===== config.mk =====
export PLATFORM = sky130hd
export DESIGN_NAME = nvme_queue_pair_tracker
export DESIGN_NICKNAME = d
export VERILOG_FILES = /design/src/nqpt_pkg.sv /design/src/nqpt_front.sv /design/src/nqpt_fifo.sv /design/src/nqpt_back.sv /design/src/nvme_queue_pair_tracker.sv
export SDC_FILE = /design/constraint.sdc
export NUM_CORES = 1
export LEC_CHECK = 0
export BUFFER_PORTS_ARGS = -buffer_cell sky130_fd_sc_hd__buf_4
export CELL_PAD_IN_SITES_DETAIL_PLACEMENT = 2
export CELL_PAD_IN_SITES_GLOBAL_PLACEMENT = 2
export CORE_UTILIZATION = 40
export DETAILED_ROUTE_END_ITERATION = 12
export PLACE_DENSITY_LB_ADDON = 0.1
export SYNTH_ARGS = -nofsm -noshare
export SYNTH_HDL_FRONTEND = slang
export SYNTH_HIERARCHICAL = 1
export SYNTH_SLANG_ARGS = --single-unit

===== constraint.sdc =====
create_clock -name i_clk -period 6.7 [get_ports i_clk]
set_input_delay 2.01 -clock i_clk [delete_from_list [all_inputs] [get_ports i_clk]]
set_output_delay 2.01 -clock i_clk [all_outputs]
set_load 0.005 [all_outputs]

===== src/nqpt_pkg.sv =====
// Shared types, codes and constants of the NVMe queue pair tracker.
package nqpt_pkg;

    // Default number of entries per submission and completion queue
    localparam int QUEUE_DEPTH_DEF = 64;
    // Reset value of the queue depth register
    localparam int CFG_DEPTH_RESET = 64;
    localparam int CFG_W           = 7;

    // Stripe set geometry: two devices, stripes of 4096 / 512 blocks
    localparam int DEVICES       = 2;
    localparam int STRIPE_BLOCKS = 4096 / 512;
    localparam int DEV_W         = (DEVICES > 1) ? $clog2(DEVICES) : 1;
    localparam int STRIPE_SHIFT  = $clog2(STRIPE_BLOCKS);

    // Depth of the queue between front and back end
    localparam int Q_DEPTH = 2;

    // Item modes
    localparam logic [1:0] MODE_SUBMIT   = 2'd0;
    localparam logic [1:0] MODE_COMPLETE = 2'd1;
    localparam logic [1:0] MODE_POLL     = 2'd2;

    // Result status codes
    localparam logic [1:0] STAT_OK    = 2'd0;
    localparam logic [1:0] STAT_BUSY  = 2'd1;
    localparam logic [1:0] STAT_STALE = 2'd2;

    // Slot states
    localparam logic [1:0] SLOT_INFLIGHT = 2'd0;
    localparam logic [1:0] SLOT_DONE     = 2'd1;
    localparam logic [1:0] SLOT_UNUSED   = 2'd2;

    // Command opcodes
    localparam logic [7:0] OPC_WRITE = 8'h01;
    localparam logic [7:0] OPC_READ  = 8'h02;

    typedef logic [DEV_W-1:0] t_dev;

    // Classified word passed from the front end to the back end
    typedef struct packed {
        logic [1:0]  mode;
        t_dev        dev;
        logic [5:0]  cid;
        logic        cid_ok;
        logic        phase;
        logic [7:0]  opcode;
        logic [31:0] daddr;
        logic [15:0] bm1;
    } t_q_item;

    // Result word
    typedef struct packed {
        logic [1:0]  status;
        logic        device_out;
        logic [5:0]  slot_id;
        logic [7:0]  opcode;
        logic [31:0] daddr;
        logic [15:0] bm1;
        logic [5:0]  doorbell;
        logic        is_done;
    } t_result;

    // Queue status seen by the front end
    typedef struct packed {
        logic full;
        logic clearing;
    } t_front_ctl;

endpackage


===== src/nqpt_front.sv =====
// Front end: accepts input words, maps stripes and builds the queue word.
module nqpt_front #(
    parameter int QUEUE_DEPTH = nqpt_pkg::QUEUE_DEPTH_DEF
) (
    input  logic               i_in_valid,
    output logic               o_in_stall,
    input  logic [1:0]         i_mode,
    input  logic [31:0]        i_block_address,
    input  logic [16:0]        i_block_count,
    input  logic               i_is_write,
    input  logic               i_device_index,
    input  logic [5:0]         i_command_id,
    input  logic               i_entry_phase,
    input  nqpt_pkg::t_front_ctl i_ctl,
    output logic               o_push,
    output nqpt_pkg::t_q_item  o_item
);
    import nqpt_pkg::*;

    logic [31:0] stripe;
    logic [31:0] dev_addr;
    t_dev        stripe_dev;

    // Accept while the queue has room and the slot table is not being cleared
    assign o_in_stall = i_ctl.full | i_ctl.clearing;
    assign o_push     = i_in_valid & ~o_in_stall;

    // Stripe mapping: device is the low stripe bits, the rest forms the device address
    assign stripe     = i_block_address >> STRIPE_SHIFT;
    assign stripe_dev = stripe[DEV_W-1:0];
    assign dev_addr   = ((stripe >> DEV_W) << STRIPE_SHIFT)
                      | (i_block_address & 32'(STRIPE_BLOCKS - 1));

    // Classify by mode; opcode, address and count stay zero outside submit
    always_comb begin
        o_item        = '0;
        o_item.mode   = i_mode;
        o_item.cid    = i_command_id;
        o_item.cid_ok = ({26'd0, i_command_id} < 32'(QUEUE_DEPTH));
        o_item.phase  = i_entry_phase;
        unique case (i_mode)
            MODE_SUBMIT: begin
                o_item.dev    = stripe_dev;
                o_item.opcode = i_is_write ? OPC_WRITE : OPC_READ;
                o_item.daddr  = dev_addr;
                o_item.bm1    = 16'(i_block_count - 17'd1);
            end
            MODE_COMPLETE: begin
                o_item.dev = DEV_W'(i_device_index);
            end
            MODE_POLL: begin
                o_item.dev = stripe_dev;
            end
            default: begin
                o_item.dev = '0;
            end
        endcase
    end

endmodule


===== src/nqpt_fifo.sv =====
// Two-word queue between the front end and the back end.
module nqpt_fifo (
    input  logic              i_clk,
    input  logic              i_rst_n,
    input  logic              i_push,
    input  nqpt_pkg::t_q_item i_item,
    output logic              o_full,
    input  logic              i_pop,
    output logic              o_valid,
    output nqpt_pkg::t_q_item o_item
);
    import nqpt_pkg::*;

    localparam int QP_W = (Q_DEPTH > 1) ? $clog2(Q_DEPTH) : 1;
    localparam int QC_W = $clog2(Q_DEPTH + 1);

    t_q_item           r_mem [Q_DEPTH];
    logic [QP_W-1:0]   r_wr;
    logic [QP_W-1:0]   r_rd;
    logic [QC_W-1:0]   r_count;

    assign o_full  = (r_count == QC_W'(Q_DEPTH));
    assign o_valid = (r_count != '0);
    assign o_item  = r_mem[r_rd];

    // Pointers and fill count
    always_ff @(posedge i_clk) begin
        if (!i_rst_n) begin
            r_wr    <= '0;
            r_rd    <= '0;
            r_count <= '0;
        end else begin
            if (i_push) begin
                r_wr <= (r_wr == QP_W'(Q_DEPTH - 1)) ? '0 : r_wr + 1'b1;
            end
            if (i_pop) begin
                r_rd <= (r_rd == QP_W'(Q_DEPTH - 1)) ? '0 : r_rd + 1'b1;
            end
            if (i_push && !i_pop) begin
                r_count <= r_count + 1'b1;
            end else if (i_pop && !i_push) begin
                r_count <= r_count - 1'b1;
            end
        end
    end

    // Storage
    always_ff @(posedge i_clk) begin
        if (i_push) begin
            r_mem[r_wr] <= i_item;
        end
    end

    a_no_overflow: assert property (@(posedge i_clk) disable iff (!i_rst_n)
        o_full |-> !i_push || i_pop)
        else $error("queue push while full");
    a_no_underflow: assert property (@(posedge i_clk) disable iff (!i_rst_n)
        i_pop |-> o_valid)
        else $error("queue pop while empty");
    a_count_up: assert property (@(posedge i_clk) disable iff (!i_rst_n)
        (i_push && !i_pop) |=> r_count == $past(r_count) + 1'b1)
        else $error("queue count did not advance on push");
    a_count_down: assert property (@(posedge i_clk) disable iff (!i_rst_n)
        (i_pop && !i_push) |=> r_count == $past(r_count) - 1'b1)
        else $error("queue count did not drop on pop");

endmodule


===== src/nqpt_back.sv =====
// Back end: slot table, queue pointers, phase tracking and result register.
module nqpt_back #(
    parameter int QUEUE_DEPTH = nqpt_pkg::QUEUE_DEPTH_DEF
) (
    input  logic                 i_clk,
    input  logic                 i_rst_n,
    input  logic                 i_cfg_we,
    input  logic [nqpt_pkg::CFG_W-1:0] i_cfg_data,
    input  logic                 i_q_valid,
    input  nqpt_pkg::t_q_item    i_q_item,
    output logic                 o_q_pop,
    output logic                 o_clearing,
    output logic                 o_out_valid,
    input  logic                 i_out_stall,
    output nqpt_pkg::t_result    o_result
);
    import nqpt_pkg::*;

    localparam int PTR_W  = (QUEUE_DEPTH > 1) ? $clog2(QUEUE_DEPTH) : 1;
    localparam int DU_W   = $clog2(QUEUE_DEPTH + 1);
    localparam int ADDR_W = DEV_W + PTR_W;
    localparam int DEPTH_RST = (CFG_DEPTH_RESET > QUEUE_DEPTH) ? QUEUE_DEPTH
                                                               : CFG_DEPTH_RESET;

    typedef logic [PTR_W-1:0]  t_ptr;
    typedef logic [ADDR_W-1:0] t_addr;

    typedef enum logic [2:0] {
        S_CLEAR = 3'b001,
        S_IDLE  = 3'b010,
        S_LOOK  = 3'b100
    } t_state;

    t_state          r_state;
    logic [ADDR_W-1:0] r_clr;
    logic [DU_W-1:0] r_depth;
    t_ptr            r_tail  [DEVICES];
    t_ptr            r_head  [DEVICES];
    logic            r_phase [DEVICES];
    logic            r_out_valid;
    t_result         r_out;
    t_q_item         r_item;
    t_ptr            r_ptr;
    t_addr           r_addr;

    // Slot state table
    logic [1:0]      r_slots [2**ADDR_W];
    logic [1:0]      r_rd_data;

    logic            out_free;
    logic            commit;
    t_ptr            head_tail;
    t_addr           rd_addr;
    logic            mem_we;
    t_addr           mem_waddr;
    logic [1:0]      mem_wdata;
    logic            upd_we;
    logic [1:0]      upd_data;
    logic            tail_we;
    logic            head_we;
    logic            phase_flip;
    t_ptr            sub_adv;
    t_ptr            head_cur;
    logic [PTR_W:0]  head_inc;
    logic            head_wrap;
    t_ptr            head_nxt;
    t_result         n_out;

    function automatic t_ptr advance(t_ptr p, logic [DU_W-1:0] depth);
        logic [PTR_W:0] n;
        n = {1'b0, p} + 1'b1;
        return (32'(n) >= 32'(depth)) ? '0 : PTR_W'(n);
    endfunction

    function automatic logic [DU_W-1:0] clamp_depth(logic [CFG_W-1:0] v);
        logic [DU_W-1:0] d;
        if (v < CFG_W'(2)) begin
            d = DU_W'(2);
        end else if (32'(v) > 32'(QUEUE_DEPTH)) begin
            d = DU_W'(QUEUE_DEPTH);
        end else begin
            d = DU_W'(v);
        end
        return d;
    endfunction

    assign o_clearing  = (r_state == S_CLEAR);
    assign out_free    = ~r_out_valid | ~i_out_stall;
    assign commit      = (r_state == S_LOOK) && out_free;
    assign o_q_pop     = (r_state == S_IDLE) && i_q_valid;
    assign o_out_valid = r_out_valid;
    assign o_result    = r_out;

    // Read address of the word at the queue head
    assign head_tail = r_tail[i_q_item.dev];
    assign rd_addr   = (i_q_item.mode == MODE_SUBMIT) ? {i_q_item.dev, head_tail}
                                                      : {i_q_item.dev, PTR_W'(i_q_item.cid)};

    // Pointer arithmetic for the word under lookup
    assign sub_adv   = advance(r_ptr, r_depth);
    assign head_cur  = r_head[r_item.dev];
    assign head_inc  = {1'b0, head_cur} + 1'b1;
    assign head_wrap = (32'(head_inc) >= 32'(r_depth));
    assign head_nxt  = head_wrap ? '0 : PTR_W'(head_inc);

    // Decide the result and the state updates of the word under lookup
    always_comb begin
        n_out      = '0;
        upd_we     = 1'b0;
        upd_data   = SLOT_INFLIGHT;
        tail_we    = 1'b0;
        head_we    = 1'b0;
        phase_flip = 1'b0;
        unique case (r_item.mode)
            MODE_SUBMIT: begin
                n_out.device_out = 1'(r_item.dev);
                n_out.slot_id    = 6'(r_ptr);
                n_out.opcode     = r_item.opcode;
                n_out.daddr      = r_item.daddr;
                n_out.bm1        = r_item.bm1;
                if (r_rd_data == SLOT_INFLIGHT) begin
                    n_out.status   = STAT_BUSY;
                    n_out.doorbell = 6'(r_ptr);
                end else begin
                    n_out.status   = STAT_OK;
                    n_out.doorbell = 6'(sub_adv);
                    upd_we         = 1'b1;
                    upd_data       = SLOT_INFLIGHT;
                    tail_we        = 1'b1;
                end
            end
            MODE_COMPLETE: begin
                n_out.device_out = 1'(r_item.dev);
                n_out.slot_id    = r_item.cid;
                if (r_item.phase != r_phase[r_item.dev]) begin
                    n_out.status   = STAT_STALE;
                    n_out.doorbell = 6'(head_cur);
                end else begin
                    n_out.status   = STAT_OK;
                    n_out.doorbell = 6'(head_nxt);
                    upd_we         = r_item.cid_ok;
                    upd_data       = SLOT_DONE;
                    head_we        = 1'b1;
                    phase_flip     = head_wrap;
                end
            end
            MODE_POLL: begin
                n_out.device_out = 1'(r_item.dev);
                n_out.slot_id    = r_item.cid;
                n_out.is_done    = r_item.cid_ok && (r_rd_data == SLOT_DONE);
            end
            default: begin
                n_out = '0;
            end
        endcase
    end

    // Slot table write port: clearing pass or commit
    always_comb begin
        if (r_state == S_CLEAR) begin
            mem_we    = 1'b1;
            mem_waddr = r_clr;
            mem_wdata = SLOT_UNUSED;
        end else begin
            mem_we    = commit & upd_we;
            mem_waddr = r_addr;
            mem_wdata = upd_data;
        end
    end

    always_ff @(posedge i_clk) begin
        if (mem_we) begin
            r_slots[mem_waddr] <= mem_wdata;
        end
        if (o_q_pop) begin
            r_rd_data <= r_slots[rd_addr];
        end
    end

    // Control state, pointers and config
    always_ff @(posedge i_clk) begin
        if (!i_rst_n) begin
            r_state     <= S_CLEAR;
            r_clr       <= '0;
            r_depth     <= DU_W'(DEPTH_RST);
            r_out_valid <= 1'b0;
            for (int d = 0; d < DEVICES; d++) begin
                r_tail[d]  <= '0;
                r_head[d]  <= '0;
                r_phase[d] <= 1'b1;
            end
        end else begin
            if (i_cfg_we) begin
                r_depth <= clamp_depth(i_cfg_data);
            end
            if (commit) begin
                r_out_valid <= 1'b1;
            end else if (!i_out_stall) begin
                r_out_valid <= 1'b0;
            end
            if (commit && tail_we) begin
                r_tail[r_item.dev] <= sub_adv;
            end
            if (commit && head_we) begin
                r_head[r_item.dev] <= head_nxt;
            end
            if (commit && phase_flip) begin
                r_phase[r_item.dev] <= ~r_phase[r_item.dev];
            end
            unique case (r_state)
                S_CLEAR: begin
                    r_clr <= r_clr + 1'b1;
                    if (r_clr == '1) begin
                        r_state <= S_IDLE;
                    end
                end
                S_IDLE: begin
                    if (o_q_pop) begin
                        r_state <= S_LOOK;
                    end
                end
                S_LOOK: begin
                    if (commit) begin
                        r_state <= S_IDLE;
                    end
                end
                default: begin
                    r_state <= S_IDLE;
                end
            endcase
        end
    end

    // Word under lookup and result payload
    always_ff @(posedge i_clk) begin
        if (o_q_pop) begin
            r_item <= i_q_item;
            r_ptr  <= head_tail;
            r_addr <= rd_addr;
        end
        if (commit) begin
            r_out <= n_out;
        end
    end

    a_pop_to_look: assert property (@(posedge i_clk) disable iff (!i_rst_n)
        o_q_pop |=> r_state == S_LOOK)
        else $error("popped word not looked up");
    a_wait_holds: assert property (@(posedge i_clk) disable iff (!i_rst_n)
        (r_state == S_LOOK && !out_free) |=> r_state == S_LOOK && $stable(r_item))
        else $error("word under lookup lost while result blocked");
    a_commit_shows: assert property (@(posedge i_clk) disable iff (!i_rst_n)
        commit |=> r_out_valid)
        else $error("committed result not presented");
    a_clear_quiet: assert property (@(posedge i_clk) disable iff (!i_rst_n)
        (r_state == S_CLEAR) |-> !r_out_valid && !o_q_pop)
        else $error("activity during slot table clearing");

endmodule


===== src/nvme_queue_pair_tracker.sv =====
// Top level of the NVMe queue pair tracker: front end, queue and back end.
//
// Host-side bookkeeping for NVMe submission/completion queue pairs of a
// two-device stripe set (8-block stripes). The front end takes one input word
// per cycle, unless stalled, into a two-word queue; the back end handles each
// word as a slot-state table read, then update and result, and pops a new
// word only once the last one is committed. A result register decouples the
// output: a new word is taken while a result still waits. After reset the
// slot table, DEVICES * 2**ceil(log2(QUEUE_DEPTH)) entries (128 at the
// defaults), is cleared one entry per cycle; the input stalls during that
// pass, config writes are still taken. The queue_depth register must only
// be written while the block is idle.
module nvme_queue_pair_tracker #(
    parameter int QUEUE_DEPTH = nqpt_pkg::QUEUE_DEPTH_DEF
) (
    input  logic        i_clk,
    input  logic        i_rst_n,
    // configuration
    input  logic        i_cfg_we,
    input  logic [6:0]  i_cfg_data,
    // input words
    input  logic        i_in_valid,
    output logic        o_in_stall,
    input  logic [1:0]  i_mode,
    input  logic [31:0] i_block_address,
    input  logic [16:0] i_block_count,
    input  logic        i_is_write,
    input  logic        i_device_index,
    input  logic [5:0]  i_command_id,
    input  logic        i_entry_phase,
    // result words
    output logic        o_out_valid,
    input  logic        i_out_stall,
    output logic [1:0]  o_status,
    output logic        o_device_out,
    output logic [5:0]  o_slot_id,
    output logic [7:0]  o_opcode,
    output logic [31:0] o_device_block_address,
    output logic [15:0] o_blocks_minus_one,
    output logic [5:0]  o_doorbell_value,
    output logic        o_is_done
);
    import nqpt_pkg::*;

    t_front_ctl front_ctl;
    logic       push;
    t_q_item    push_item;
    logic       q_full;
    logic       q_valid;
    logic       q_pop;
    t_q_item    q_item;
    logic       clearing;
    t_result    result;

    assign front_ctl.full     = q_full;
    assign front_ctl.clearing = clearing;

    nqpt_front #(.QUEUE_DEPTH(QUEUE_DEPTH)) u_front (
        .i_in_valid      (i_in_valid),
        .o_in_stall      (o_in_stall),
        .i_mode          (i_mode),
        .i_block_address (i_block_address),
        .i_block_count   (i_block_count),
        .i_is_write      (i_is_write),
        .i_device_index  (i_device_index),
        .i_command_id    (i_command_id),
        .i_entry_phase   (i_entry_phase),
        .i_ctl           (front_ctl),
        .o_push          (push),
        .o_item          (push_item)
    );

    nqpt_fifo u_fifo (
        .i_clk   (i_clk),
        .i_rst_n (i_rst_n),
        .i_push  (push),
        .i_item  (push_item),
        .o_full  (q_full),
        .i_pop   (q_pop),
        .o_valid (q_valid),
        .o_item  (q_item)
    );

    nqpt_back #(.QUEUE_DEPTH(QUEUE_DEPTH)) u_back (
        .i_clk       (i_clk),
        .i_rst_n     (i_rst_n),
        .i_cfg_we    (i_cfg_we),
        .i_cfg_data  (i_cfg_data),
        .i_q_valid   (q_valid),
        .i_q_item    (q_item),
        .o_q_pop     (q_pop),
        .o_clearing  (clearing),
        .o_out_valid (o_out_valid),
        .i_out_stall (i_out_stall),
        .o_result    (result)
    );

    assign o_status               = result.status;
    assign o_device_out           = result.device_out;
    assign o_slot_id              = result.slot_id;
    assign o_opcode               = result.opcode;
    assign o_device_block_address = result.daddr;
    assign o_blocks_minus_one     = result.bm1;
    assign o_doorbell_value       = result.doorbell;
    assign o_is_done              = result.is_done;

endmodule

==> flow_metrics.env <==
export IMPL_outcome="complete, no violations"
export IMPL_ant_nets=0
export IMPL_vias=14460
export IMPL_viasPerCell=5.372
export IMPL_fin_skew_ps=13.74
export IMPL_h_tree_depth=3
export IMPL_finalPower_mw=8.340
export IMPL_cts_tree="built"
export IMPL_peakVddDrop_uv=177.2
export IMPL_yosysMostFrequentCell="edfxtp_1"
export IMPL_grtUsageMet2_pct=37.14
export IMPL_hold_ws_ps=519.2
export IMPL_ys_flop_type="edfxtp_1"
export IMPL_postLayoutCoreUtil_pct=47.00
export IMPL_drt_iter0_markers=779
export IMPL_finalSetupViolations=0
export IMPL_drt_pre_antenna_iters=5
export IMPL_min_path_type="reg -> reg"
export IMPL_drive_gt1_share_pct=20.07
export IMPL_grt_antenna_before_repair=0
export IMPL_slew_headroom_pct=18.15
export IMPL_initial_utilization_pct=40.79
export IMPL_cts_num_sinks=593
export IMPL_max_freq_ghz=0.2181
export IMPL_postSynthCellCount=1704
export IMPL_grt_pass1_wl_mm=101.0
export IMPL_num_rows=90
export IMPL_synthTopCellsByCount="edfxtp_1, nor2_1, nand2_1"
export IMPL_ys_ff_latch=593
export IMPL_gp_congestion=0.7668
export IMPL_required_ps=7030
export IMPL_globalRouteMet1Util_pct=27.94
export IMPL_cts_buffers=67
export IMPL_synthesis_area_mm2=0.02480
export IMPL_cts_setup_buffers=0
export IMPL_arrival_ps=4920
export IMPL_grt_use_total_pct=21.47
export IMPL_yosysSeqAreaShare_pct=70.82
export IMPL_gr_total_overflow=0
export IMPL_power_density_mw_per_mm2=291.8
export IMPL_worst_slew_pin_slew_ps=1217
export IMPL_ios=146
export IMPL_postCtsHoldBufs=0
export IMPL_ctsResizeCount=0
export IMPL_synth_top_area_share_pct=68.89
export IMPL_area_growth_pct=15.23
export IMPL_clk_pin_slew_ps=50
export IMPL_fin_crit_ps=4585
export IMPL_dieHeight_um=251.0
export IMPL_async_flop_share_pct=0
export IMPL_synthDistinctLibCells=72
export IMPL_post_synth_top_area_cell="edfxtp_1"
export IMPL_leakagePower_nw=9.790
export IMPL_ys_warnings_count=6
export IMPL_path_class="reg -> reg"
export IMPL_slew_viol_final=0
export IMPL_fin_crit_sh_pct=68.43
export IMPL_use_met3_pct=3.324
export IMPL_post_drt_wl_per_cell_um=24.74
export IMPL_cts_buffer_depth=3
export IMPL_grt_pass1_vias=16160
export IMPL_cp_max_fo=40
export IMPL_grt_max_degree=85
export IMPL_drc=0
export IMPL_hpwl_mm=42.83
export IMPL_nets=1948
export IMPL_portBuffers=144
export IMPL_start_kind="register"
export IMPL_synth_edf_count=569
export IMPL_cts_root_buf="clkbuf_16"
export IMPL_critPathCaptureType="register"
export IMPL_clk_latency_ps=600
export IMPL_core_area_mm2=0.06081
export IMPL_hold_viol=0
export IMPL_grt_busiest_layer="met2"
export IMPL_wl_mm=66.59
export IMPL_cap_violations=0
export IMPL_die_w_um=251.0
export IMPL_rsz0062_at_grt="no"
export IMPL_syn_area_per_cell_um2=14.56
export IMPL_synth_area_top_cells="edfxtp_1, nor2_1, nand2_1"
export IMPL_setup_tns_ps=0
export IMPL_die_area_mm2=0.06301
==> worst paths after layout <==
kind                                        start                         endpoint  slack, ps  cells past startpoint
hold / removal    u_back/o_out_valid$_SDFFE_PN0P_  u_back/o_out_valid$_SDFFE_PN0P_        520                      2
setup reg to reg                         register    u_back/r_rd_data[1]$_DFFE_PP_       2120                     10
hold reg to reg   u_back/o_out_valid$_SDFFE_PN0P_  u_back/o_out_valid$_SDFFE_PN0P_        520                      2
setup / recovery                         register    u_back/r_rd_data[1]$_DFFE_PP_       2120                     10
==> power by group <==
part	switching [mW]	internal, mW
Combinational	0.472	0.205
Clock	1.48	2.00
Sequential	0.0281	4.16
==> cell families (layout without fill, tap and decap cells) <==
logic type | count (synthesis) | in the layout | synth area share (%)
buffers and inverters | 122 | 320 | 2.628
AO/OA/AOI/OAI | 142 | 142 | 3.889
other | 2 | 9 | 0.03028
multiplexers | 134 | 134 | 7.884
AND/OR/NAND/NOR | 658 | 658 | 12.53
XOR/XNOR | 30 | 30 | 1.059
adder cells (fa/ha/maj) | 23 | 23 | 1.160
flip-flops | 593 | 593 | 70.82
==> state kept, by name, indices dropped and copies added, names as in the netlist, named ones only <==
name and count:
u_back/r_ptr 6, u_back/r_addr 6, u_back/r_state 3, u_back/r_item 67, u_back/r_rd_data 2, u_back/r_head 12, u_back/r_slots 256, u_fifo/r_wr 1
u_back/r_depth 7, u_fifo/r_count 2, u_back/r_phase 2, u_back/o_out_valid 1, u_back/r_clr 7, u_back/r_tail 12, u_fifo/r_mem 134, u_fifo/r_rd 1
u_back/o_result 72
==> cell type report <==
class | count | area (µm²)
Fill cell | 5784 | 32230
Tap cell | 782 | 978.4
Clock inverter | 33 | 255.2
Multi-Input combinational cell | 995 | 6639
Timing Repair Buffer | 159 | 1206
Antenna cell | 1 | 2.502
Clock buffer | 91 | 1788
Sequential cell | 593 | 17570
Inverter | 37 | 142.6
==> placed cells by master (no fill, tap or decap), types with 13 or more instances in the layout <==
master	n
edfxtp_1	569
nand2_1	190
o211ai_1	17
and2_1	102
clkinv_2	13
clkbuf_16	68
mux4_2	24
dfxtp_1	23
o21ai_0	22
inv_1	32
nand3_1	52
xnor2_1	14
clkbuf_1	23
mux2_2	47
buf_4	158
mux2_4	33
ha_1	22
nor3_1	14
nand4_1	21
a22oi_1	17
a21oi_1	26
nor2_1	203
xor2_1	16
mux2i_1	24
==> worst max-delay path, cell delays in order (launching register included) <==
cell	delay [ps]
dfxtp_4	720
mux2_2	630
mux2_4	390
mux2i_4	140
buf_4	530
inv_2	70
buf_4	290
nor2_1	460
a222oi_1	250
a211o_1	350
a211oi_1	450
==> per-layer routing <==
layer | wire, µm | vias up
li1 | - | 6566
met1 | 29460 | 7561
met2 | 33510 | 233
met3 | 2196 | 97
met4 | 1425 | 0
met5 | 0 | -
==> stage by stage <==
| stage | setup WS, ps | instances | cell area (µm²) |
|---|---|---|---|
| floorplan | 177.1 | 1710 | 24830 |
| global placement | 1622 | 2566 | 26540 |
| detailed placement | 1450 | 2566 | 26540 |
| CTS | 2096 | 2690 | 28580 |
| global route | 1939 | 2690 | 28580 |
| finish | 2115 | 2691 | 28580 |
(Power assumes the default switching activity.)
